[src/rtl/rgbm_pkg.sv]
// Shared types, constants and compare functions for the RGB 3x3 median filter.
package rgbm_pkg;

    localparam int PIX_W     = 8;
    localparam int WIN_ROWS  = 3;
    localparam int WIN_CELLS = WIN_ROWS * WIN_ROWS;

    typedef logic [PIX_W-1:0] t_pix;

    // Cells 0..2 are the newest column, 3..5 the previous one, 6..8 the oldest.
    typedef t_pix [WIN_CELLS-1:0] t_win;

    typedef struct packed {
        t_pix lo;
        t_pix mid;
        t_pix hi;
    } t_sort3;

    function automatic t_pix f_min2(input t_pix a, input t_pix b);
        return (a < b) ? a : b;
    endfunction

    function automatic t_pix f_max2(input t_pix a, input t_pix b);
        return (a < b) ? b : a;
    endfunction

    // Three compare-exchange steps sort three values.
    function automatic t_sort3 f_sort3(input t_pix a, input t_pix b, input t_pix c);
        t_pix   l1;
        t_pix   h1;
        t_pix   l2;
        t_sort3 s;
        l1    = f_min2(a, b);
        h1    = f_max2(a, b);
        s.hi  = f_max2(h1, c);
        l2    = f_min2(h1, c);
        s.lo  = f_min2(l1, l2);
        s.mid = f_max2(l1, l2);
        return s;
    endfunction

    function automatic t_pix f_max3(input t_pix a, input t_pix b, input t_pix c);
        return f_max2(f_max2(a, b), c);
    endfunction

    function automatic t_pix f_min3(input t_pix a, input t_pix b, input t_pix c);
        return f_min2(f_min2(a, b), c);
    endfunction

    function automatic t_pix f_med3(input t_pix a, input t_pix b, input t_pix c);
        return f_max2(f_min2(a, b), f_min2(f_max2(a, b), c));
    endfunction

endpackage

[src/rtl/rgbm_window.sv]
// Column history and window input register for one color channel.
module rgbm_window (
    input  logic          i_clk,
    input  logic          i_rst_n,
    input  logic          i_load,
    input  rgbm_pkg::t_pix i_top,
    input  rgbm_pkg::t_pix i_mid,
    input  rgbm_pkg::t_pix i_bot,
    output rgbm_pkg::t_win o_win
);

    rgbm_pkg::t_pix r_prev_top, r_prev_mid, r_prev_bot;
    rgbm_pkg::t_pix r_old_top,  r_old_mid,  r_old_bot;
    rgbm_pkg::t_win r_win;

    // The two stored columns start at zero and shift by one column per transaction.
    always_ff @(posedge i_clk) begin
        if (!i_rst_n) begin
            r_prev_top <= '0;
            r_prev_mid <= '0;
            r_prev_bot <= '0;
            r_old_top  <= '0;
            r_old_mid  <= '0;
            r_old_bot  <= '0;
        end else if (i_load) begin
            r_old_top  <= r_prev_top;
            r_old_mid  <= r_prev_mid;
            r_old_bot  <= r_prev_bot;
            r_prev_top <= i_top;
            r_prev_mid <= i_mid;
            r_prev_bot <= i_bot;
        end
    end

    always_ff @(posedge i_clk) begin
        if (i_load) begin
            r_win <= {r_old_bot, r_old_mid, r_old_top,
                      r_prev_bot, r_prev_mid, r_prev_top,
                      i_bot, i_mid, i_top};
        end
    end

    assign o_win = r_win;

endmodule

[src/rtl/rgbm_median9.sv]
// Compare network that picks the median of a nine-value window.
module rgbm_median9 (
    input  rgbm_pkg::t_win i_win,
    output rgbm_pkg::t_pix o_median
);

    rgbm_pkg::t_sort3 w_c0, w_c1, w_c2;
    rgbm_pkg::t_pix   w_lo_max, w_mid_med, w_hi_min;

    // Sort each column, then the median is the median of the max of the
    // lows, the median of the middles and the min of the highs.
    always_comb begin
        w_c0      = rgbm_pkg::f_sort3(i_win[0], i_win[1], i_win[2]);
        w_c1      = rgbm_pkg::f_sort3(i_win[3], i_win[4], i_win[5]);
        w_c2      = rgbm_pkg::f_sort3(i_win[6], i_win[7], i_win[8]);
        w_lo_max  = rgbm_pkg::f_max3(w_c0.lo, w_c1.lo, w_c2.lo);
        w_mid_med = rgbm_pkg::f_med3(w_c0.mid, w_c1.mid, w_c2.mid);
        w_hi_min  = rgbm_pkg::f_min3(w_c0.hi, w_c1.hi, w_c2.hi);
        o_median  = rgbm_pkg::f_med3(w_lo_max, w_mid_med, w_hi_min);
    end

endmodule

[src/rtl/rgb_median_3x3_window_core.sv]
// Top level of the RGB 3x3 sliding median filter.
//
//   Channel   Direction  Handshake            Payload
//   column    in         i_valid / o_ready    i_{red,green,blue}_{top,mid,bot}
//   median    out        o_valid / i_ready    o_median_{red,green,blue}
//
// A column is captured in the window register at the edge that accepts it, and its
// compare network result moves into the result register, which drives o_valid, once
// that register is free; a column is taken every cycle while the output is not stalled.
// Reset clears the two stored columns of every channel to zero and empties both
// stages; the first two results therefore include those zero columns.
// When the output stalls, both stages fill and o_ready drops; nothing is lost or repeated.
module rgb_median_3x3_window_core (
    input  logic i_clk,
    input  logic i_rst_n,
    input  logic i_valid,
    output logic o_ready,
    input  logic [7:0] i_red_top,
    input  logic [7:0] i_red_mid,
    input  logic [7:0] i_red_bot,
    input  logic [7:0] i_green_top,
    input  logic [7:0] i_green_mid,
    input  logic [7:0] i_green_bot,
    input  logic [7:0] i_blue_top,
    input  logic [7:0] i_blue_mid,
    input  logic [7:0] i_blue_bot,
    output logic o_valid,
    input  logic i_ready,
    output logic [7:0] o_median_red,
    output logic [7:0] o_median_green,
    output logic [7:0] o_median_blue
);

    logic r_win_valid;
    logic r_out_valid;
    logic w_out_free;
    logic w_win_free;
    logic w_in_accept;
    logic w_win_move;

    rgbm_pkg::t_win w_win_red, w_win_green, w_win_blue;
    rgbm_pkg::t_pix w_med_red, w_med_green, w_med_blue;
    rgbm_pkg::t_pix r_med_red, r_med_green, r_med_blue;

    // The result register can load when empty or when its result leaves now.
    // The window register can load when empty or when it hands on now.
    always_comb begin
        w_out_free  = !r_out_valid || i_ready;
        w_win_move  = r_win_valid && w_out_free;
        w_win_free  = !r_win_valid || w_out_free;
        w_in_accept = i_valid && w_win_free;
    end

    assign o_ready = w_win_free;

    always_ff @(posedge i_clk) begin
        if (!i_rst_n) begin
            r_win_valid <= 1'b0;
            r_out_valid <= 1'b0;
        end else begin
            if (w_win_free) begin
                r_win_valid <= i_valid;
            end
            if (w_out_free) begin
                r_out_valid <= r_win_valid;
            end
        end
    end

    // The medians of the window stage move into the result register together.
    always_ff @(posedge i_clk) begin
        if (w_win_move) begin
            r_med_red   <= w_med_red;
            r_med_green <= w_med_green;
            r_med_blue  <= w_med_blue;
        end
    end

    rgbm_window u_win_red (
        .i_clk   (i_clk),
        .i_rst_n (i_rst_n),
        .i_load  (w_in_accept),
        .i_top   (i_red_top),
        .i_mid   (i_red_mid),
        .i_bot   (i_red_bot),
        .o_win   (w_win_red)
    );

    rgbm_window u_win_green (
        .i_clk   (i_clk),
        .i_rst_n (i_rst_n),
        .i_load  (w_in_accept),
        .i_top   (i_green_top),
        .i_mid   (i_green_mid),
        .i_bot   (i_green_bot),
        .o_win   (w_win_green)
    );

    rgbm_window u_win_blue (
        .i_clk   (i_clk),
        .i_rst_n (i_rst_n),
        .i_load  (w_in_accept),
        .i_top   (i_blue_top),
        .i_mid   (i_blue_mid),
        .i_bot   (i_blue_bot),
        .o_win   (w_win_blue)
    );

    rgbm_median9 u_med_red (
        .i_win    (w_win_red),
        .o_median (w_med_red)
    );

    rgbm_median9 u_med_green (
        .i_win    (w_win_green),
        .o_median (w_med_green)
    );

    rgbm_median9 u_med_blue (
        .i_win    (w_win_blue),
        .o_median (w_med_blue)
    );

    assign o_valid        = r_out_valid;
    assign o_median_red   = r_med_red;
    assign o_median_green = r_med_green;
    assign o_median_blue  = r_med_blue;

    // An accepted column always occupies the window stage in the next cycle.
    a_in_to_win: assert property (@(posedge i_clk) disable iff (!i_rst_n)
        w_in_accept |=> r_win_valid)
        else $error("accepted column did not reach the window stage");

    // A window that moves on always produces a pending result.
    a_win_to_out: assert property (@(posedge i_clk) disable iff (!i_rst_n)
        w_win_move |=> r_out_valid)
        else $error("window moved on without producing a result");

    // Back pressure only when both stages are full and the result is stalled.
    a_ready_low: assert property (@(posedge i_clk) disable iff (!i_rst_n)
        !o_ready |-> (r_win_valid && r_out_valid && !i_ready))
        else $error("input stalled while the pipeline had room");

endmodule

[config.mk]
export PLATFORM = sky130hd
export DESIGN_NAME = rgb_median_3x3_window_core
export DESIGN_NICKNAME = d
export VERILOG_FILES = /design/src/rtl/rgbm_pkg.sv /design/src/rtl/rgbm_window.sv /design/src/rtl/rgbm_median9.sv /design/src/rtl/rgb_median_3x3_window_core.sv
export SDC_FILE = /design/constraint.sdc
export NUM_CORES = 2
export LEC_CHECK = 0
export ABC_AREA = 1
export BUFFER_PORTS_ARGS = -buffer_cell sky130_fd_sc_hd__buf_4
export CAP_MARGIN = 25
export CORE_AREA = 2 2 223 225
export CTS_BUF_LIST = sky130_fd_sc_hd__clkbuf_16
export DETAILED_ROUTE_END_ITERATION = 16
export DIE_AREA = 0 0 225 227
export PLACE_DENSITY = 0.8
export SLEW_MARGIN = 20
export SYNTH_ARGS = -nofsm -noshare
export SYNTH_HDL_FRONTEND = slang
export SYNTH_HIERARCHICAL = 1
export SYNTH_SLANG_ARGS = --single-unit
[constraint.sdc]
create_clock -name i_clk -period 18.4 [get_ports i_clk]
set_clock_uncertainty 0.15 [all_clocks]
set_input_delay 0 -clock i_clk [delete_from_list [all_inputs] [get_ports i_clk]]
set_output_delay 0 -clock i_clk [all_outputs]
set_load 0.02 [all_outputs]
==> impl_metrics.csv <==
group,metric,value,unit
hold_path,worstHoldStart,"i_red_top[5]",
floorplan,dieWidth,225,um
clock_network,ctsHtreeMaxLevel,2,
sta,hold_violations,0,
drt,drtIter0Drc,2294,
global_routing,overflow,0,
finish,stdcell_count,5208,
sta,final_max_slew_viol_count,0,
placement,dp.cells,5028,
sta,fin_crit,14.79,ns
floorplan,ios,102,
floorplan,start_util,0.634,
clock_network,clk_path_buf_depth,3,
clock_network,root_buffer,"clkbuf_16",
placement,preCtsSetupSlack,3.88,ns
sta,setup_violations,0,
clock_network,cts_sinks,386,
drt,vias,27800,
placement,hpwl,58.4,mm
logic_synthesis,synth_cells,4459,
clock_network,cts_inserted_buffers,43,
drt,drt_wl_total,76.4,mm
finish,syn2layout_area_growth,10.3,%
global_routing,grt_max_degree,208,
worst_setup_path,cp.required,18.55,ns
clock_network,clkTransAtPathRegs,0.06,ns
worst_setup_path,cp_slowest_stage_delay,0.58,ns
logic_synthesis,ys_seq_area_frac,0.329,
global_routing,grt_pass1_wl,123,mm
worst_setup_path,reg2regPathDepth,60,
floorplan,die_h,227,um
worst_setup_path,crit_slowest_cell,"o21ai_0",
finish,diodes,0,
hold_path,whs_path_depth,2,
sta,slew_headroom,0.355,
placement,place_congestion,0.954,
logic_synthesis,yosys_warnings,6,
status,run_status,"finished, final reports clean",
floorplan,core,48500,um2
worst_setup_path,start_kind,"flip-flop",
worst_setup_path,startpoint,"u_win_blue/o_win[3]$_DFFE_PP_",
placement,numPortBuffers,101,
worst_setup_path,timing.reg2reg.setup_slack,3.61,ns
finish,layout_commonest_cell,"nand2_1",
finish,final_layout_size_suffix_gt1_frac,0.0597,
sta,fin_ws,3.61,ns
hold_path,hold_class,"input port to flip-flop",
clock_network,clkLatencyLatePin,0.57,ns
finish,finalNetCount,5003,
drt,viasPerCell,5.34,
drt,drc,0,
drt,wire_per_inst,14.7,um
finish,final_cell_mix,"1,389 x nand2_1, 529 x inv_1, 521 x o21ai_0",
logic_synthesis,syn_nets,4910,
worst_setup_path,worstSetupPathType,"flip-flop to flip-flop",
logic_synthesis,synth-seq-cells,386,
global_routing,grt_use_total,0.300,
worst_setup_path,cp-end-kind,"flip-flop",
global_routing,antenna_found_initial,0,
floorplan,dieArea,51100,um2
global_routing,grt_pass1_vias,25300,
hold_path,worst_hold_path.endpoint,"u_win_red/o_win[5]$_DFFE_PP_",
sta,finalCritPeriodShare,0.804,
worst_setup_path,cp.arrival,14.94,ns
clock_network,tritoncts,"done",
drt,ant_nets,0,
finish,nFillCells,4063,
clock_network,post_cts_resized,0,
worst_setup_path,cp_max_fo,31,
clock_network,hold_buffers,100,
logic_synthesis,synth_area,30800,um2
job,drv_cap,0,
logic_synthesis,ys_types,34,
drt,firstDrtPassIters,5,
sta,max_slew.worst_pin.slew,0.967,ns
sta,fin_tns_setup,0,ns
logic_synthesis,syn_avg_cell_area,6.90,um2
sta,rsz0062_at_grt,"no",
sta,max_freq,0.0676,GHz
worst_setup_path,cpMostUsedCell,"nand2_1",
worst_setup_path,rr_startpoint,"u_win_blue/o_win[3]$_DFFE_PP_",
floorplan,rows,81,
finish,final_core_util,0.700,
worst_setup_path,r2r-end,"o_median_blue[2]$_DFFE_PP_",
clock_network,postCtsSetupBuffers,0,
[cell usage after synthesis]
cell type | count | area share
nand4_1 | 12 | 0.0024
buf_2 | 33 | 0.0054
nand3_2 | 1 | 0.00033
a211oi_1 | 39 | 0.0095
buf_6 | 24 | 0.0088
o21ai_2 | 1 | 0.00028
a211oi_2 | 6 | 0.0024
clkinv_1 | 9 | 0.0011
buf_1 | 5 | 0.00061
a21o_1 | 3 | 0.00073
nand2_1 | 1389 | 0.17
buf_4 | 13 | 0.0032
o21ai_1 | 28 | 0.0046
o21a_1 | 10 | 0.0024
ha_1 | 375 | 0.15
inv_2 | 17 | 0.0021
dfxtp_1 | 146 | 0.095
a31oi_1 | 3 | 0.00061
edfxtp_1 | 240 | 0.23
nand2_2 | 59 | 0.012
o21bai_1 | 3 | 0.00073
nand3_1 | 165 | 0.027
nand2_4 | 13 | 0.0048
clkbuf_1 | 87 | 0.011
a21oi_1 | 220 | 0.036
a21oi_2 | 1 | 0.00028
inv_1 | 524 | 0.064
and2_1 | 8 | 0.0016
o211ai_1 | 9 | 0.0022
nor2_1 | 486 | 0.059
nor3b_1 | 3 | 0.00073
nand3b_1 | 5 | 0.0012
o21ai_0 | 521 | 0.085
nor2_2 | 1 | 0.00020
[layout make-up]
type	count	area, um2	area share
Timing Repair Buffer	210	1840	0.0542
Clock inverter	34	300	0.00884
Clock buffer	45	1130	0.0332
Multi-Input combinational cell	3361	17700	0.522
Tap cell	622	778	0.0229
Sequential cell	386	10100	0.298
Inverter	550	2070	0.0610
[worst max-delay path by stage]
stage,to,slack (ns)
2_1_floorplan,o_median_blue[2]$_DFFE_PP_,5.45
3_3_place_gp,o_median_blue[2]$_DFFE_PP_,4.08
3_5_place_dp,o_median_blue[3]$_DFFE_PP_,3.88
4_1_cts,o_median_blue[2]$_DFFE_PP_,3.79
5_1_grt,o_median_blue[4]$_DFFE_PP_,1.96
6_report,o_median_blue[2]$_DFFE_PP_,3.61
[routing by layer]
layer,GRT usage,wire length (um),vias to the layer above
met3,0.0268,3280,142
met4,0.113,2720,0
met2,0.527,36600,640
li1,-,-,14700
met5,0,0,-
met1,0.385,33800,12300
[kinds of logic after synthesis]
family,count (synthesis),share of synthesized area
AND/OR/NAND/NOR,2142,0.279
adder cells (fa/ha/maj),375,0.152
buffers and inverters,712,0.0956
AO/OA/AOI/OAI,844,0.144
flip-flops,386,0.329
[critical path: cells and delay by family (launching register included)]
kind | cells | cell delay, ns
AO/OA/AOI/OAI | 24 | 7.10
AND/OR/NAND/NOR | 24 | 3.56
adder cells (fa/ha/maj) | 9 | 2.83
flip-flops | 1 | 0.43
buffers and inverters | 3 | 0.43
[stage by stage]
stage	hold WS [ns]	cell area (um2)
2_1_floorplan	-0.0511	30800
3_3_place_gp	0.0374	31500
3_5_place_dp	0.0388	31500
4_1_cts	0.000291	34000
5_1_grt	0.0145	34000
6_report	0.0399	34000
Power is not shown: default switching activity piles up to over one toggle a cycle in this logic, so the estimate is an artifact.
